File: src/rtl/core/scd_pkg.sv
// Shared constants, codes and types for the serial pin command decoder.
`default_nettype none

package scd_pkg;

  localparam int NumPins     = 14;
  localparam int NumChannels = 8;
  localparam int MaxArgChars = 10;

  localparam logic [3:0] ActSetDir    = 4'd0;
  localparam logic [3:0] ActPull      = 4'd1;
  localparam logic [3:0] ActDigWrite  = 4'd2;
  localparam logic [3:0] ActDigRead   = 4'd3;
  localparam logic [3:0] ActAnaRead   = 4'd4;
  localparam logic [3:0] ActPwmWrite  = 4'd5;
  localparam logic [3:0] ActRefDef    = 4'd6;
  localparam logic [3:0] ActStart     = 4'd7;
  localparam logic [3:0] ActStop      = 4'd8;
  localparam logic [3:0] ActError     = 4'd9;

  localparam logic [3:0] ErrNone       = 4'd0;
  localparam logic [3:0] ErrBadType    = 4'd1;
  localparam logic [3:0] ErrBadOp      = 4'd2;
  localparam logic [3:0] ErrRunaway    = 4'd3;
  localparam logic [3:0] ErrEmptyArg   = 4'd4;
  localparam logic [3:0] ErrPinRange   = 4'd5;
  localparam logic [3:0] ErrBadMode    = 4'd6;
  localparam logic [3:0] ErrPin13Out   = 4'd7;
  localparam logic [3:0] ErrBadPull    = 4'd8;
  localparam logic [3:0] ErrNotInput   = 4'd9;
  localparam logic [3:0] ErrNotOutput  = 4'd10;
  localparam logic [3:0] ErrBadValue   = 4'd11;
  localparam logic [3:0] ErrExtRef     = 4'd12;
  localparam logic [3:0] ErrBadRef     = 4'd13;

  typedef struct packed {
    logic [3:0]  action;
    logic [3:0]  pin;
    logic [7:0]  level;
    logic [3:0]  error_code;
    logic [7:0]  channel_mask;
    logic [31:0] sample_period;
  } scd_result_t;

  typedef struct packed {
    logic valid;
    logic ready;
  } scd_hs_t;

endpackage

`default_nettype wire

File: src/rtl/core/scd_cmd_if.sv
// Command byte channel: valid, ready and one received byte.
`default_nettype none

interface scd_cmd_if;
  logic       valid;
  logic       ready;
  logic [7:0] rx_byte;

  modport source (output valid, output rx_byte, input ready);
  modport sink (input valid, input rx_byte, output ready);
endinterface

`default_nettype wire

File: src/rtl/core/scd_res_if.sv
// Result channel: valid, ready and one decoded pin action.
`default_nettype none

interface scd_res_if;
  logic        valid;
  logic        ready;
  logic [3:0]  action;
  logic [3:0]  pin;
  logic [7:0]  level;
  logic [3:0]  error_code;
  logic [7:0]  channel_mask;
  logic [31:0] sample_period;

  modport source (output valid, output action, output pin, output level,
                  output error_code, output channel_mask, output sample_period,
                  input ready);
  modport sink (input valid, input action, input pin, input level,
                input error_code, input channel_mask, input sample_period,
                output ready);
endinterface

`default_nettype wire

File: src/rtl/core/scd_in_stage.sv
// Input register holding one command byte until the parser consumes it.
`default_nettype none

module scd_in_stage (
  input  wire logic       clk_i,
  input  wire logic       rst_ni,
  input  wire logic       valid_i,
  input  wire logic [7:0] byte_i,
  output logic            ready_o,
  input  wire logic       advance_i,
  output logic            vld_o,
  output logic [7:0]      byte_o
);
  import scd_pkg::*;

  logic       vld_q, vld_d;
  logic [7:0] byte_q;
  scd_hs_t    hs;

  assign hs.valid = valid_i;
  assign hs.ready = !vld_q || advance_i;
  assign ready_o  = hs.ready;

  always_comb begin
    vld_d = vld_q;
    if (advance_i) vld_d = 1'b0;
    if (hs.valid && hs.ready) vld_d = 1'b1;
  end

  always_ff @(posedge clk_i or negedge rst_ni) begin
    if (!rst_ni) begin
      vld_q <= 1'b0;
    end else begin
      vld_q <= vld_d;
    end
  end

  always_ff @(posedge clk_i) begin
    if (hs.valid && hs.ready) byte_q <= byte_i;
  end

  assign vld_o  = vld_q;
  assign byte_o = byte_q;
endmodule

`default_nettype wire

File: src/rtl/core/scd_parser.sv
// Command parser: phase register, argument accumulators, pin table and checks.
`default_nettype none

module scd_parser (
  input  wire logic                clk_i,
  input  wire logic                rst_ni,
  input  wire logic                advance_i,
  input  wire logic [7:0]          byte_i,
  output logic                     fire_o,
  output scd_pkg::scd_result_t     res_o
);
  import scd_pkg::*;

  localparam logic [2:0] PH_TYPE = 3'd0;
  localparam logic [2:0] PH_OP   = 3'd1;
  localparam logic [2:0] PH_ARG1 = 3'd2;
  localparam logic [2:0] PH_ARG2 = 3'd3;
  localparam logic [2:0] PH_CHAN = 3'd4;
  localparam logic [2:0] PH_RATE = 3'd5;
  localparam logic [2:0] PH_RUN  = 3'd6;

  localparam logic [1:0] OP_M = 2'd0;
  localparam logic [1:0] OP_P = 2'd1;
  localparam logic [1:0] OP_R = 2'd2;
  localparam logic [1:0] OP_W = 2'd3;

  localparam logic [7:0] ChSpace = 8'h20;
  localparam logic [7:0] ChDot   = 8'h2E;
  localparam logic [7:0] ChZero  = 8'h30;
  localparam logic [7:0] ChNine  = 8'h39;
  localparam logic [7:0] ChA     = 8'h41;
  localparam logic [7:0] ChD     = 8'h44;
  localparam logic [7:0] ChM     = 8'h4D;
  localparam logic [7:0] ChP     = 8'h50;
  localparam logic [7:0] ChR     = 8'h52;
  localparam logic [7:0] ChW     = 8'h57;
  localparam logic [7:0] ChLowA  = 8'h61;
  localparam logic [7:0] ChLast  = 8'(32'h61 + NumChannels);

  logic [2:0]         phase_q, phase_d;
  logic               analog_q, analog_d;
  logic [1:0]         op_q, op_d;
  logic [3:0]         chars_q, chars_d;
  logic [31:0]        val_q, val_d;
  logic [31:0]        first_q, first_d;
  logic [7:0]         mask_q, mask_d;
  logic [31:0]        period_q, period_d;
  logic [NumPins-1:0] dir_q, dir_d;

  logic [31:0] byte_ext, val_acc, period_acc;
  logic [31:0] cmd_p, cmd_v;
  logic [3:0]  pidx;
  logic        dir_bit, dig_ok, pwm_pin;
  logic        run_fire, run_we, do_run;
  scd_result_t run_res;
  logic [2:0]  ch_idx;

  function automatic scd_result_t mk_err(logic [3:0] code);
    scd_result_t r;
    r            = '0;
    r.action     = ActError;
    r.error_code = code;
    return r;
  endfunction

  function automatic scd_result_t mk_act(logic [3:0] act, logic [3:0] pn, logic [7:0] lv);
    scd_result_t r;
    r        = '0;
    r.action = act;
    r.pin    = pn;
    r.level  = lv;
    return r;
  endfunction

  assign byte_ext   = {24'd0, byte_i};
  assign val_acc    = (val_q << 3) + (val_q << 1) + byte_ext - 32'(ChZero);
  assign period_acc = (period_q << 3) + (period_q << 1) + byte_ext - 32'(ChZero);
  assign ch_idx     = 3'(byte_i - ChLowA);

  assign cmd_p   = (phase_q == PH_ARG1) ? val_q : first_q;
  assign cmd_v   = (phase_q == PH_ARG1) ? 32'd0 : val_q;
  assign pidx    = cmd_p[3:0];
  assign dir_bit = (pidx < 4'(NumPins)) ? dir_q[pidx] : 1'b0;
  assign dig_ok  = (cmd_p > 32'd1) && (cmd_p < 32'(NumPins));
  assign pwm_pin = (cmd_p == 32'd3) || (cmd_p == 32'd5) || (cmd_p == 32'd6) ||
                   (cmd_p == 32'd9) || (cmd_p == 32'd10) || (cmd_p == 32'd11);

  // Command checks on the completed arguments.
  always_comb begin
    run_fire = 1'b1;
    run_we   = 1'b0;
    run_res  = '0;
    if (!analog_q) begin
      case (op_q)
        OP_M: begin
          if (((cmd_p > 32'd1) && (cmd_p < 32'd13)) ||
              ((cmd_p == 32'd13) && (cmd_v == 32'd0))) begin
            if (cmd_v > 32'd1) begin
              run_res = mk_err(ErrBadMode);
            end else begin
              run_we  = 1'b1;
              run_res = mk_act(ActSetDir, pidx, cmd_v[7:0]);
            end
          end else if ((cmd_p == 32'd13) && (cmd_v == 32'd1)) begin
            run_res = mk_err(ErrPin13Out);
          end else begin
            run_res = mk_err(ErrPinRange);
          end
        end
        OP_P: begin
          if (!dig_ok)             run_res = mk_err(ErrPinRange);
          else if (!dir_bit)       run_res = mk_err(ErrNotInput);
          else if (cmd_v > 32'd1)  run_res = mk_err(ErrBadPull);
          else                     run_res = mk_act(ActPull, pidx, cmd_v[7:0]);
        end
        OP_R: begin
          if (!dig_ok)        run_res = mk_err(ErrPinRange);
          else if (!dir_bit)  run_res = mk_err(ErrNotInput);
          else                run_res = mk_act(ActDigRead, pidx, 8'd0);
        end
        default: begin
          if (!dig_ok)             run_res = mk_err(ErrPinRange);
          else if (dir_bit)        run_res = mk_err(ErrNotOutput);
          else if (cmd_v > 32'd1)  run_res = mk_err(ErrBadValue);
          else                     run_res = mk_act(ActDigWrite, pidx, cmd_v[7:0]);
        end
      endcase
    end else begin
      case (op_q)
        OP_M: begin
          if (cmd_p == 32'd0)       run_res = mk_act(ActRefDef, 4'd0, 8'd0);
          else if (cmd_p == 32'd1)  run_res = mk_err(ErrExtRef);
          else                      run_res = mk_err(ErrBadRef);
        end
        OP_R: begin
          if (cmd_p < 32'(NumChannels)) run_res = mk_act(ActAnaRead, pidx, 8'd0);
          else                          run_res = mk_err(ErrPinRange);
        end
        OP_W: begin
          if (!pwm_pin)              run_res = mk_err(ErrPinRange);
          else if (dir_bit)          run_res = mk_err(ErrNotOutput);
          else if (cmd_v > 32'd255)  run_res = mk_err(ErrBadValue);
          else                       run_res = mk_act(ActPwmWrite, pidx, cmd_v[7:0]);
        end
        default: run_fire = 1'b0;
      endcase
    end
  end

  always_comb begin
    phase_d  = phase_q;
    analog_d = analog_q;
    op_d     = op_q;
    chars_d  = chars_q;
    val_d    = val_q;
    first_d  = first_q;
    mask_d   = mask_q;
    period_d = period_q;
    dir_d    = dir_q;
    fire_o   = 1'b0;
    res_o    = '0;
    do_run   = 1'b0;
    if (advance_i && (byte_i != ChSpace)) begin
      unique case (phase_q)
        PH_TYPE: begin
          chars_d = 4'd0;
          val_d   = 32'd0;
          if (byte_i == ChA) begin
            analog_d = 1'b1;
            phase_d  = PH_OP;
          end else if (byte_i == ChD) begin
            analog_d = 1'b0;
            phase_d  = PH_OP;
          end else if (byte_i == ChR) begin
            phase_d = PH_CHAN;
          end else begin
            fire_o = 1'b1;
            res_o  = mk_err(ErrBadType);
          end
        end
        PH_OP: begin
          phase_d = PH_ARG1;
          case (byte_i)
            ChM: op_d = OP_M;
            ChP: op_d = OP_P;
            ChR: op_d = OP_R;
            ChW: op_d = OP_W;
            default: begin
              phase_d = PH_TYPE;
              fire_o  = 1'b1;
              res_o   = mk_err(ErrBadOp);
            end
          endcase
        end
        PH_ARG1, PH_ARG2: begin
          if (byte_i != ChDot) begin
            if (chars_q >= 4'(MaxArgChars)) begin
              phase_d = PH_TYPE;
              fire_o  = 1'b1;
              res_o   = mk_err(ErrRunaway);
            end else begin
              val_d   = val_acc;
              chars_d = chars_q + 4'd1;
            end
          end else if (chars_q == 4'd0) begin
            phase_d = PH_TYPE;
            fire_o  = 1'b1;
            res_o   = mk_err(ErrEmptyArg);
          end else begin
            chars_d = 4'd0;
            phase_d = PH_TYPE;
            do_run  = 1'b1;
            if (phase_q == PH_ARG1) begin
              first_d = val_q;
              val_d   = 32'd0;
              if (!((analog_q && (op_q == OP_M)) || (op_q == OP_R))) begin
                phase_d = PH_ARG2;
                do_run  = 1'b0;
              end
            end
            if (do_run) begin
              fire_o = run_fire;
              res_o  = run_res;
              if (run_we) dir_d[pidx] = cmd_v[0];
            end
          end
        end
        PH_CHAN: begin
          if ((byte_i >= ChLowA) && (byte_i < ChLast)) begin
            mask_d = mask_q | (8'd1 << ch_idx);
          end else begin
            phase_d = (byte_i == ChDot) ? PH_RATE : PH_TYPE;
          end
        end
        PH_RATE: begin
          if ((byte_i >= ChZero) && (byte_i <= ChNine)) begin
            period_d = period_acc;
          end else if (byte_i == ChDot) begin
            phase_d                  = PH_RUN;
            fire_o                   = 1'b1;
            res_o.action             = ActStart;
            res_o.channel_mask       = mask_q;
            res_o.sample_period      = period_q;
          end else begin
            phase_d = PH_TYPE;
          end
        end
        PH_RUN: begin
          if (byte_i == ChDot) begin
            fire_o              = 1'b1;
            res_o.action        = ActStop;
            res_o.channel_mask  = mask_q;
            res_o.sample_period = period_q;
            mask_d              = 8'd0;
            period_d            = 32'd0;
            phase_d             = PH_TYPE;
          end
        end
        default: phase_d = PH_TYPE;
      endcase
    end
  end

  always_ff @(posedge clk_i or negedge rst_ni) begin
    if (!rst_ni) begin
      phase_q  <= PH_TYPE;
      analog_q <= 1'b0;
      op_q     <= OP_M;
      chars_q  <= 4'd0;
      val_q    <= 32'd0;
      first_q  <= 32'd0;
      mask_q   <= 8'd0;
      period_q <= 32'd0;
      dir_q    <= '0;
    end else begin
      phase_q  <= phase_d;
      analog_q <= analog_d;
      op_q     <= op_d;
      chars_q  <= chars_d;
      val_q    <= val_d;
      first_q  <= first_d;
      mask_q   <= mask_d;
      period_q <= period_d;
      dir_q    <= dir_d;
    end
  end
endmodule

`default_nettype wire

File: src/rtl/core/scd_out_stage.sv
// Result register holding one decoded action until the sink takes it.
`default_nettype none

module scd_out_stage (
  input  wire logic                 clk_i,
  input  wire logic                 rst_ni,
  input  wire logic                 load_i,
  input  wire scd_pkg::scd_result_t res_i,
  input  wire logic                 ready_i,
  output logic                      valid_o,
  output scd_pkg::scd_result_t      res_o
);
  import scd_pkg::*;

  logic        vld_q, vld_d;
  scd_result_t res_q;

  always_comb begin
    vld_d = vld_q;
    if (ready_i) vld_d = 1'b0;
    if (load_i)  vld_d = 1'b1;
  end

  always_ff @(posedge clk_i or negedge rst_ni) begin
    if (!rst_ni) begin
      vld_q <= 1'b0;
    end else begin
      vld_q <= vld_d;
    end
  end

  always_ff @(posedge clk_i) begin
    if (load_i) res_q <= res_i;
  end

  assign valid_o = vld_q;
  assign res_o   = res_q;
endmodule

`default_nettype wire

File: src/rtl/core/serial_pin_command_decoder.sv
// Top level of the serial pin command decoder.
//
//  channel  dir  payload                                       transaction
//  cmd_i    in   rx_byte[7:0]                                  one command byte
//  res_o    out  action, pin, level, error_code,               zero or one per byte
//                channel_mask, sample_period
//
// One byte per cycle sustained while the result sink does not stall.
// Byte register, then parser logic, then result register; the parser consumes a byte
// whenever the result register is empty or being emptied in the same cycle.
// A stalled result sink holds the parser; one more byte waits in the byte register.
// Reset clears the parse phase, accumulators, sampling setup and all pins to output.
`default_nettype none

module serial_pin_command_decoder (
  input  wire logic clk_i,
  input  wire logic rst_ni,
  scd_cmd_if.sink   cmd_i,
  scd_res_if.source res_o
);
  import scd_pkg::*;

  logic        in_vld, advance, fire;
  logic [7:0]  in_byte;
  scd_result_t pres, ores;
  scd_hs_t     out_hs;

  assign out_hs.valid = res_o.valid;
  assign out_hs.ready = res_o.ready;
  assign advance      = in_vld && (!out_hs.valid || out_hs.ready);

  scd_in_stage u_in (
    .clk_i     (clk_i),
    .rst_ni    (rst_ni),
    .valid_i   (cmd_i.valid),
    .byte_i    (cmd_i.rx_byte),
    .ready_o   (cmd_i.ready),
    .advance_i (advance),
    .vld_o     (in_vld),
    .byte_o    (in_byte)
  );

  scd_parser u_parse (
    .clk_i     (clk_i),
    .rst_ni    (rst_ni),
    .advance_i (advance),
    .byte_i    (in_byte),
    .fire_o    (fire),
    .res_o     (pres)
  );

  scd_out_stage u_out (
    .clk_i   (clk_i),
    .rst_ni  (rst_ni),
    .load_i  (fire),
    .res_i   (pres),
    .ready_i (res_o.ready),
    .valid_o (res_o.valid),
    .res_o   (ores)
  );

  assign res_o.action        = ores.action;
  assign res_o.pin           = ores.pin;
  assign res_o.level         = ores.level;
  assign res_o.error_code    = ores.error_code;
  assign res_o.channel_mask  = ores.channel_mask;
  assign res_o.sample_period = ores.sample_period;

  a_err_code: assert property (@(posedge clk_i) disable iff (!rst_ni)
    res_o.valid |-> ((res_o.action == ActError) == (res_o.error_code != ErrNone)))
    else $error("error code disagrees with action");

  a_fire_adv: assert property (@(posedge clk_i) disable iff (!rst_ni)
    fire |-> advance)
    else $error("result produced without consuming a byte");

  a_no_drop: assert property (@(posedge clk_i) disable iff (!rst_ni)
    (res_o.valid && !res_o.ready) |-> !fire)
    else $error("result overwrites a pending result");

  a_ready_full: assert property (@(posedge clk_i) disable iff (!rst_ni)
    !cmd_i.ready |-> (in_vld && res_o.valid && !res_o.ready))
    else $error("byte input stalled without a full pipeline");

  a_sample_pin: assert property (@(posedge clk_i) disable iff (!rst_ni)
    (res_o.valid && ((res_o.action == ActStart) || (res_o.action == ActStop)))
      |-> ((res_o.pin == 4'd0) && (res_o.level == 8'd0)))
    else $error("sampling action carries a pin or level");
endmodule

`default_nettype wire

File: src/flat_wrapper.sv
// flat-port wrapper written by rule: the top's interface ports become plain ports
module serial_pin_command_decoder_flat import scd_pkg::*;
  (clk_i, rst_ni, cmd_i_valid, cmd_i_rx_byte, cmd_i_ready, res_o_valid, res_o_action, res_o_pin, res_o_level, res_o_error_code, res_o_channel_mask, res_o_sample_period, res_o_ready);
  scd_cmd_if cmd_i_i ();
  scd_res_if res_o_i ();
  input  wire logic clk_i;
  input  wire logic rst_ni;
  input wire logic [$bits(cmd_i_i.valid)-1:0] cmd_i_valid;
  input wire logic [$bits(cmd_i_i.rx_byte)-1:0] cmd_i_rx_byte;
  output wire logic [$bits(cmd_i_i.ready)-1:0] cmd_i_ready;
  output wire logic [$bits(res_o_i.valid)-1:0] res_o_valid;
  output wire logic [$bits(res_o_i.action)-1:0] res_o_action;
  output wire logic [$bits(res_o_i.pin)-1:0] res_o_pin;
  output wire logic [$bits(res_o_i.level)-1:0] res_o_level;
  output wire logic [$bits(res_o_i.error_code)-1:0] res_o_error_code;
  output wire logic [$bits(res_o_i.channel_mask)-1:0] res_o_channel_mask;
  output wire logic [$bits(res_o_i.sample_period)-1:0] res_o_sample_period;
  input wire logic [$bits(res_o_i.ready)-1:0] res_o_ready;
  assign cmd_i_i.valid = cmd_i_valid;
  assign cmd_i_i.rx_byte = cmd_i_rx_byte;
  assign cmd_i_ready = cmd_i_i.ready;
  assign res_o_valid = res_o_i.valid;
  assign res_o_action = res_o_i.action;
  assign res_o_pin = res_o_i.pin;
  assign res_o_level = res_o_i.level;
  assign res_o_error_code = res_o_i.error_code;
  assign res_o_channel_mask = res_o_i.channel_mask;
  assign res_o_sample_period = res_o_i.sample_period;
  assign res_o_i.ready = res_o_ready;
  serial_pin_command_decoder u_core (.clk_i(clk_i), .rst_ni(rst_ni), .cmd_i(cmd_i_i), .res_o(res_o_i));
endmodule
File: config.mk
export PLATFORM = sky130hd
export DESIGN_NAME = serial_pin_command_decoder_flat
export DESIGN_NICKNAME = d
export VERILOG_FILES = /design/src/rtl/core/scd_pkg.sv /design/src/rtl/core/scd_cmd_if.sv /design/src/rtl/core/scd_res_if.sv /design/src/rtl/core/scd_in_stage.sv /design/src/rtl/core/scd_parser.sv /design/src/rtl/core/scd_out_stage.sv /design/src/rtl/core/serial_pin_command_decoder.sv /design/src/flat_wrapper.sv
export SDC_FILE = /design/constraint.sdc
export NUM_CORES = 1
export LEC_CHECK = 0
export BUFFER_PORTS_ARGS = -buffer_cell sky130_fd_sc_hd__buf_2
export CAP_MARGIN = 20
export CORE_ASPECT_RATIO = 1.25
export CORE_MARGIN = 2
export CORE_UTILIZATION = 35
export DETAILED_ROUTE_END_ITERATION = 10
export PLACE_DENSITY = 0.5
export SLEW_MARGIN = 20
export SYNTH_ARGS = -nofsm -noshare
export SYNTH_HDL_FRONTEND = slang
export SYNTH_SLANG_ARGS = --single-unit
File: constraint.sdc
create_clock -name clk_i -period 6.4 [get_ports clk_i]
set_input_delay 1.28 -clock clk_i [delete_from_list [all_inputs] [get_ports clk_i]]
set_output_delay 1.28 -clock clk_i [all_outputs]
set_load 0.02 [all_outputs]
# [Word-level counts from Yosys, hierarchy flattened]
# Cells that the tools add are included.
[totals] inputBits=12 word_cells=229 reg_bits=198 output_inout_bits=62
[classes] n_lt_le_gt_ge=14 bitwise=3 n_reduce_logical=45 muxes=104 shifts=1 n_addsub=8 n_eq_ne=36
[op_table] operator="two-way mux 60 bit" count=24
[op_table] operator="case mux 60 bit (3 select lines)" count=2
[op_table] operator="two-way mux 32 bit" count=7
[op_table] operator="case mux 40 bit (5 select lines)" count=1
[op_table] operator="equality test 32 x 4 -> 1 bit (second input constant)" count=4
[op_table] operator="case mux 32 bit (2 select lines)" count=2
[op_table] operator="< comparator 32 x 4 -> 1 bit (second input constant)" count=3
[op_table] operator="two-way mux 40 bit" count=2
[op_table] operator="adder 32 bit" count=2
[op_table] operator="adder 32 x 8 -> 32 bit" count=2
[op_table] operator="equality test 32 x 1 -> 1 bit (second input constant)" count=2
[op_table] operator="equality test 32 x 3 -> 1 bit (second input constant)" count=2
[op_table] operator="> comparator 32 x 1 -> 1 bit (second input constant)" count=2
[op_table] operator="zero test 32 bit" count=2
[op_table] operator="subtractor 32 x 6 -> 32 bit (second input constant)" count=2
[op_table] operator="equality test 8 x 7 -> 1 bit (second input constant)" count=6
[op_table] operator="case mux 16 bit (3 select lines)" count=1
[op_table] operator="two-way mux 42 bit" count=1
[op_table] operator="two-way mux 41 bit" count=1
[op_table] operator="two-way mux 3 bit" count=12
[op_table] operator="equality test 32 x 2 -> 1 bit (second input constant)" count=1
[op_table] operator="> comparator 32 x 8 -> 1 bit (second input constant)" count=1
[op_table] operator="two-way mux 1 bit" count=32
[op_table] operator="case mux 4 bit (5 select lines)" count=1
[op_table] operator="other kinds (48)" count=96

# [Depth between registers and ports, before layout]
[logic_depth] word_depth=15 depth_mapped=16 depth_no_buf=15

# [Modules after synthesis]
# A second synthesis with hierarchy kept.
[hier_totals] hier_cells=1430 hier_area_um2=13782.0
[modules_own_cells] module="scd_parser" seq_area_each_um2=3203.1 cells_per_inst=1353 area_each_um2=11638.7 instances=1
[modules_own_cells] module="scd_out_stage" seq_area_each_um2=1826.8 cells_per_inst=63 area_each_um2=1838.0 instances=1
[modules_own_cells] module="scd_in_stage" seq_area_each_um2=265.3 cells_per_inst=12 area_each_um2=294.0 instances=1
[modules_own_cells] module="serial_pin_command_decoder" seq_area_each_um2=0.0 cells_per_inst=2 area_each_um2=11.3 instances=1

# [Worst setup path before layout]
# OpenSTA, ideal clock, no wires.
[synth_path] path_kind="input -> register" start="in res_o_ready" end="reg u_core.u_out.res_q, in the netlist u_core.u_out.res_o[0] (enable)" slack_ns=0.832 path_stages=6 setup_ns=0.516 t_required_ns=5.884 arrival_ns=5.052 path_buffers=1 path_cell_list="inv_1 nand2_1 o311ai_0 clkbuf_1 a21o_1 a31oi_1"
[synth_via] elab_chain_len=4
[synth_rtl] element="start: declaration" line="flat_wrapper.sv:18" source="input wire logic [$bits(res_o_i.ready)-1:0] res_o_ready;"
[synth_rtl] element="logical OR 1 bit" line="serial_pin_command_decoder.sv:30" source="assign advance = in_vld && (!out_hs.valid || out_hs.ready);"
[synth_rtl] element="logical AND 1 bit" line="serial_pin_command_decoder.sv:30"
[synth_rtl] element="logical AND 1 bit" line="scd_parser.sv:163" source="if (advance_i && (byte_i != ChSpace)) begin"
[synth_rtl] element="two-way mux 1 bit" line="scd_parser.sv:163"
[synth_rtl] element="named net u_core.fire" line="serial_pin_command_decoder.sv:23" source="logic in_vld, advance, fire;"
[synth_rtl] element="end signal: assignment" line="scd_out_stage.sv:33" source="if (load_i) res_q <= res_i;"
[synth_rtl] element="end: declaration" line="scd_out_stage.sv:16" source="scd_result_t res_q;"
# The timed path passes the listed nets, and every way through them passes these cells.
# A chain may end at the register's enable or synchronous reset.

# [Final worst setup path]
[layout_path] start="reg u_core.u_parse.val_q[0]" end="reg u_core.u_parse.val_q[29]"
[layout_via] elab_chain_len=6
[layout_rtl] element="start: declaration" line="scd_parser.sv:44" source="logic [31:0] val_q, val_d;"
[layout_rtl] element="start signal: assignment" line="scd_parser.sv:280" source="val_q <= val_d;"
[layout_rtl] element="adder 32 bit" line="scd_parser.sv:76" source="assign val_acc = (val_q << 3) + (val_q << 1) + byte_ext - 32'(ChZero);"
[layout_rtl] element="adder 32 x 8 -> 32 bit" line="scd_parser.sv:76"
[layout_rtl] element="subtractor 32 x 6 -> 32 bit" line="scd_parser.sv:76"
[layout_rtl] element="two-way mux 32 bit" line="scd_parser.sv:197" source="if (chars_q >= 4'(MaxArgChars)) begin"
[layout_rtl] element="two-way mux 32 bit" line="scd_parser.sv:196" source="if (byte_i != ChDot) begin"
[layout_rtl] element="case mux 32 bit (2 select lines)" line="scd_parser.sv:164" source="unique case (phase_q)"
# Every way passes these cells. The select of a mux whose other input is x is not followed.

==> run_summary.xml <==
<?xml version="1.0" encoding="UTF-8"?>
<metrics>
  <group name="sta">
    <metric name="maxSlewHeadroom" unit="">0.245</metric>
    <metric name="final_max_slew_viol_count" unit="">0</metric>
    <metric name="fin_crit" unit="ns">4.24</metric>
    <metric name="final-hold-violation-count" unit="">0</metric>
    <metric name="fin_crit_sh" unit="">0.663</metric>
    <metric name="max_freq" unit="MHz">236</metric>
    <metric name="setup-tns-final" unit="ns">0</metric>
    <metric name="worst_slew_pin_slew" unit="ns">1.12</metric>
    <metric name="finClkSkew" unit="ns">0.0127</metric>
    <metric name="setup_viol" unit="">0</metric>
    <metric name="grt_setup_unrepaired" unit="">false</metric>
  </group>
  <group name="floorplanning">
    <metric name="num_rows" unit="">81</metric>
    <metric name="die-height" unit="microns">227</metric>
    <metric name="die_w" unit="microns">182</metric>
    <metric name="io_pins" unit="">74</metric>
    <metric name="initial_utilization" unit="">0.355</metric>
    <metric name="core_area" unit="sq mm">0.0392</metric>
    <metric name="floorplan.die_area" unit="sq mm">0.0414</metric>
  </group>
  <group name="synthesis">
    <metric name="post_synth_num_cell_types" unit="">77</metric>
    <metric name="syn_avg_cell_area" unit="sq um">9.23</metric>
    <metric name="synth.net_count" unit="">1705</metric>
    <metric name="yosys_most_used_dff" unit="">sky130_fd_sc_hd__dfrtp_1</metric>
    <metric name="postSynthRegisterBits" unit="">198</metric>
    <metric name="synth_top_cells_by_count" unit="">sky130_fd_sc_hd__inv_1, sky130_fd_sc_hd__ha_1, sky130_fd_sc_hd__nand2_1</metric>
    <metric name="netlist.area_leader.share" unit="">0.234</metric>
    <metric name="synth_enable_flop_cells" unit="">68</metric>
    <metric name="synth.yosys.seq_area_share" unit="">0.380</metric>
    <metric name="synthCells" unit="">1508</metric>
    <metric name="most_instantiated_library_cell_after_synthesis" unit="">sky130_fd_sc_hd__inv_1</metric>
    <metric name="synth.cell_area" unit="sq mm">0.0139</metric>
    <metric name="postSynth.asyncResetShare" unit="">0.657</metric>
    <metric name="synth.top_cells.by_area" unit="">sky130_fd_sc_hd__dfrtp_1, sky130_fd_sc_hd__ha_1, sky130_fd_sc_hd__edfxtp_1</metric>
    <metric name="synth_top_cell_by_area" unit="">sky130_fd_sc_hd__dfrtp_1</metric>
    <metric name="yosysWarnings" unit="">0</metric>
  </group>
  <group name="clocking">
    <metric name="htree_num_levels" unit="">4</metric>
    <metric name="clock-root-buffer" unit="">sky130_fd_sc_hd__clkbuf_16</metric>
    <metric name="tritoncts_num_sinks" unit="">198</metric>
    <metric name="post_cts_buffers" unit="">0</metric>
    <metric name="path_clk_slew" unit="ns">0.08</metric>
    <metric name="cts-root-to-sink-buffers" unit="">2</metric>
    <metric name="holdBufCountCts" unit="">0</metric>
    <metric name="cts_buffers" unit="">17</metric>
    <metric name="clock_latency" unit="ns">0.47</metric>
    <metric name="cts_resized" unit="">0</metric>
    <metric name="tritoncts" unit="">yes</metric>
  </group>
  <group name="route">
    <metric name="drt_pre_antenna_iters" unit="">6</metric>
    <metric name="vias_per_cell" unit="">5.24</metric>
    <metric name="ant_nets" unit="">0</metric>
    <metric name="via_count" unit="">10812</metric>
    <metric name="drc" unit="">0</metric>
    <metric name="wl" unit="microns">34800</metric>
    <metric name="detail_routed_net_length_per_standard_cell" unit="microns">16.8</metric>
    <metric name="drt_iter0_drc" unit="">642</metric>
  </group>
  <group name="finish">
    <metric name="fraction_of_layout_instances_using_a_drive_strength_above_1" unit="">0.0907</metric>
    <metric name="insertedDiodeCount" unit="">0</metric>
    <metric name="layout.nets" unit="">1750</metric>
    <metric name="synthToLayoutAreaGrowth" unit="%">10.4</metric>
  </group>
  <group name="critical_path">
    <metric name="critical_path.startpoint_type" unit="">register</metric>
    <metric name="worst_ep_required_time" unit="ns">6.76</metric>
    <metric name="crit_path_arrival_time" unit="ns">4.60</metric>
    <metric name="cp-end-kind" unit="">register</metric>
    <metric name="crit_type" unit="">register to register</metric>
    <metric name="critPathMaxFanout" unit="">18</metric>
  </group>
  <group name="pwr">
    <metric name="comb_power_share" unit="">0.576</metric>
    <metric name="cellInternalPower" unit="mW">3.63</metric>
    <metric name="pwr_density_cell" unit="mW/mm^2">421</metric>
    <metric name="final_total_pwr" unit="mW">6.47</metric>
    <metric name="share_clk_of_total_power" unit="">0.169</metric>
    <metric name="total_switching_power" unit="mW">2.84</metric>
    <metric name="swShare" unit="">0.439</metric>
    <metric name="share_seq_of_total_power" unit="">0.255</metric>
    <metric name="p_leak" unit="nW">7.05</metric>
    <metric name="worst_ir_drop_vdd" unit="uV">243</metric>
  </group>
  <group name="global_route">
    <metric name="grt_start_max_net_pins" unit="">73</metric>
    <metric name="grt_pass1_vias" unit="">10855</metric>
    <metric name="grt_first_pass_wirelength" unit="microns">57600</metric>
    <metric name="grt_overflow" unit="">0</metric>
    <metric name="antenna_violations_before_repair" unit="">3</metric>
    <metric name="grt.total_usage" unit="">0.177</metric>
  </group>
  <group name="placed_design">
    <metric name="place.gp.congestion" unit="">0.858</metric>
    <metric name="io_buffer_count" unit="">73</metric>
    <metric name="dp_hpwl" unit="microns">25900</metric>
  </group>
  <group name="hold_path">
    <metric name="worstHoldPathType" unit="">register to register</metric>
  </group>
  <group name="job">
    <metric name="number_of_maximum_capacitance_constraint_violations" unit="">0</metric>
  </group>
  <group name="outcome">
    <metric name="run_status" unit="">finished clean</metric>
  </group>
</metrics>
power groups by stage:
| stage | Combinational [mW] | Sequential (mW) | Clock, mW |
|---|---|---|---|
| 2_1_floorplan | 2.74 | 1.82 | 0 |
| 3_3_place_gp | 3.74 | 1.67 | 0 |
| 3_5_place_dp | 3.74 | 1.68 | 0 |
| 4_1_cts | 3.77 | 1.65 | 1.13 |
| 5_1_grt | 4.24 | 1.68 | 1.17 |
| 6_report | 3.73 | 1.65 | 1.10 |
metrics by stage:
| step | cell area, sq um | hold WS, ns | cells | util | worst slack (ns) |
|---|---|---|---|---|---|
| after floorplan | 13900 | 0.442 | 1508 | - | 0.832 |
| after global placement | 14800 | 0.403 | 2032 | 0.377 | 2.22 |
| after detailed placement | 14800 | 0.404 | 2032 | 0.377 | 2.16 |
| after CTS | 15400 | 0.421 | 2064 | 0.392 | 2.14 |
| after global routing | 15400 | 0.432 | 2064 | 0.392 | 1.80 |
| final | 15400 | 0.415 | 2064 | 0.392 | 2.16 |
critical path: stages, from the launching register on:
cell	delay (ns)
sky130_fd_sc_hd__dfrtp_1	0.88
sky130_fd_sc_hd__fa_1	0.53
sky130_fd_sc_hd__ha_1	0.31
sky130_fd_sc_hd__ha_1	0.21
sky130_fd_sc_hd__inv_1	0.07
sky130_fd_sc_hd__fa_1	0.19
sky130_fd_sc_hd__nor2b_1	0.07
sky130_fd_sc_hd__o2111ai_1	0.21
sky130_fd_sc_hd__a21oi_1	0.13
sky130_fd_sc_hd__o21ai_0	0.35
sky130_fd_sc_hd__a21oi_1	0.16
sky130_fd_sc_hd__o221ai_1	0.30
sky130_fd_sc_hd__a21boi_0	0.15
sky130_fd_sc_hd__or3_1	0.32
sky130_fd_sc_hd__a32o_1	0.26
cells by family (layout without fill, tap and decap cells):
family / Yosys count / count (layout) / share of synthesized area
flip-flops: 198 / 198 / 0.380
AND/OR/NAND/NOR: 436 / 436 / 0.161
multiplexers: 41 / 41 / 0.0304
buffers and inverters: 245 / 303 / 0.0679
adder cells (fa/ha/maj): 185 / 185 / 0.173
AO/OA/AOI/OAI: 351 / 351 / 0.155
XOR/XNOR: 52 / 52 / 0.0327
worst paths after layout:
check / startpoint / endpoint / slack, ns / cells after the start
max reg2reg: u_core.u_parse.val_q[0]$_DFFE_PN0P_ / u_core.u_parse.val_q[29]$_DFFE_PN0P_ / 2.16 / 14
max in group asynchronous: rst_ni / u_core.u_parse.first_q[14]$_DFFE_PN0P_ / 4.30 / 2
min in group asynchronous: rst_ni / u_core.u_parse.mask_q[0]$_DFFE_PN0P_ / 0.83 / 1
max: u_core.u_parse.val_q[0]$_DFFE_PN0P_ / u_core.u_parse.val_q[29]$_DFFE_PN0P_ / 2.16 / 14
min reg2reg: u_core.u_parse.dir_q[1]$_DFFE_PN0P_ / u_core.u_parse.dir_q[1]$_DFFE_PN0P_ / 0.41 / 0
min: u_core.u_parse.dir_q[1]$_DFFE_PN0P_ / u_core.u_parse.dir_q[1]$_DFFE_PN0P_ / 0.41 / 0
final cells by class:
| type | instances | area (sq um) |
|---|---|---|
| Fill cell | 3948 | 23900 |
| Timing Repair Buffer | 83 | 447 |
| Tap cell | 498 | 623 |
| Clock inverter | 12 | 126 |
| Clock buffer | 20 | 447 |
| Multi-Input combinational cell | 1065 | 7730 |
| Inverter | 188 | 706 |
| Sequential cell | 198 | 5300 |
sequential cells by signal (all words and copies together), names as in the netlist:
register and count:
u_core.u_in.byte_o 8, u_core.u_parse.mask_q 8, u_core.u_parse.val_q 32, u_core.u_parse.op_q 2, u_core.u_out.valid_o 1, u_core.u_in.vld_o 1
u_core.u_parse.period_q 32, u_core.u_parse.phase_q 3, u_core.u_parse.chars_q 4, u_core.u_out.res_o 60, u_core.u_parse.analog_q 1, u_core.u_parse.first_q 32
u_core.u_parse.dir_q 14
metal layers:
layer / up-vias / global-route usage / wire (microns)
li1: 5425 / - / -
met1: 5135 / 0.225 / 15900
met2: 192 / 0.305 / 16800
met3: 54 / 0.0259 / 1090
met4: 6 / 0.0697 / 929
met5: - / 0 / 31
cells in the final DEF (no fill, tap or decap), drive strengths merged, types with 14 or more instances in the layout:
cell / instances
inv: 190
ha: 173
nand2: 149
o21ai: 133
dfrtp: 130
buf: 83
a21oi: 77
edfxtp: 68
nor2: 63
nor4: 49
mux2i: 31
nor3: 30
xnor2: 28
nand3: 27
a21o: 25
xor2: 24
and2: 23
clkbuf: 20
nand2b: 14
nor2b: 14
Note: power is estimated with default switching activity, not from simulation.
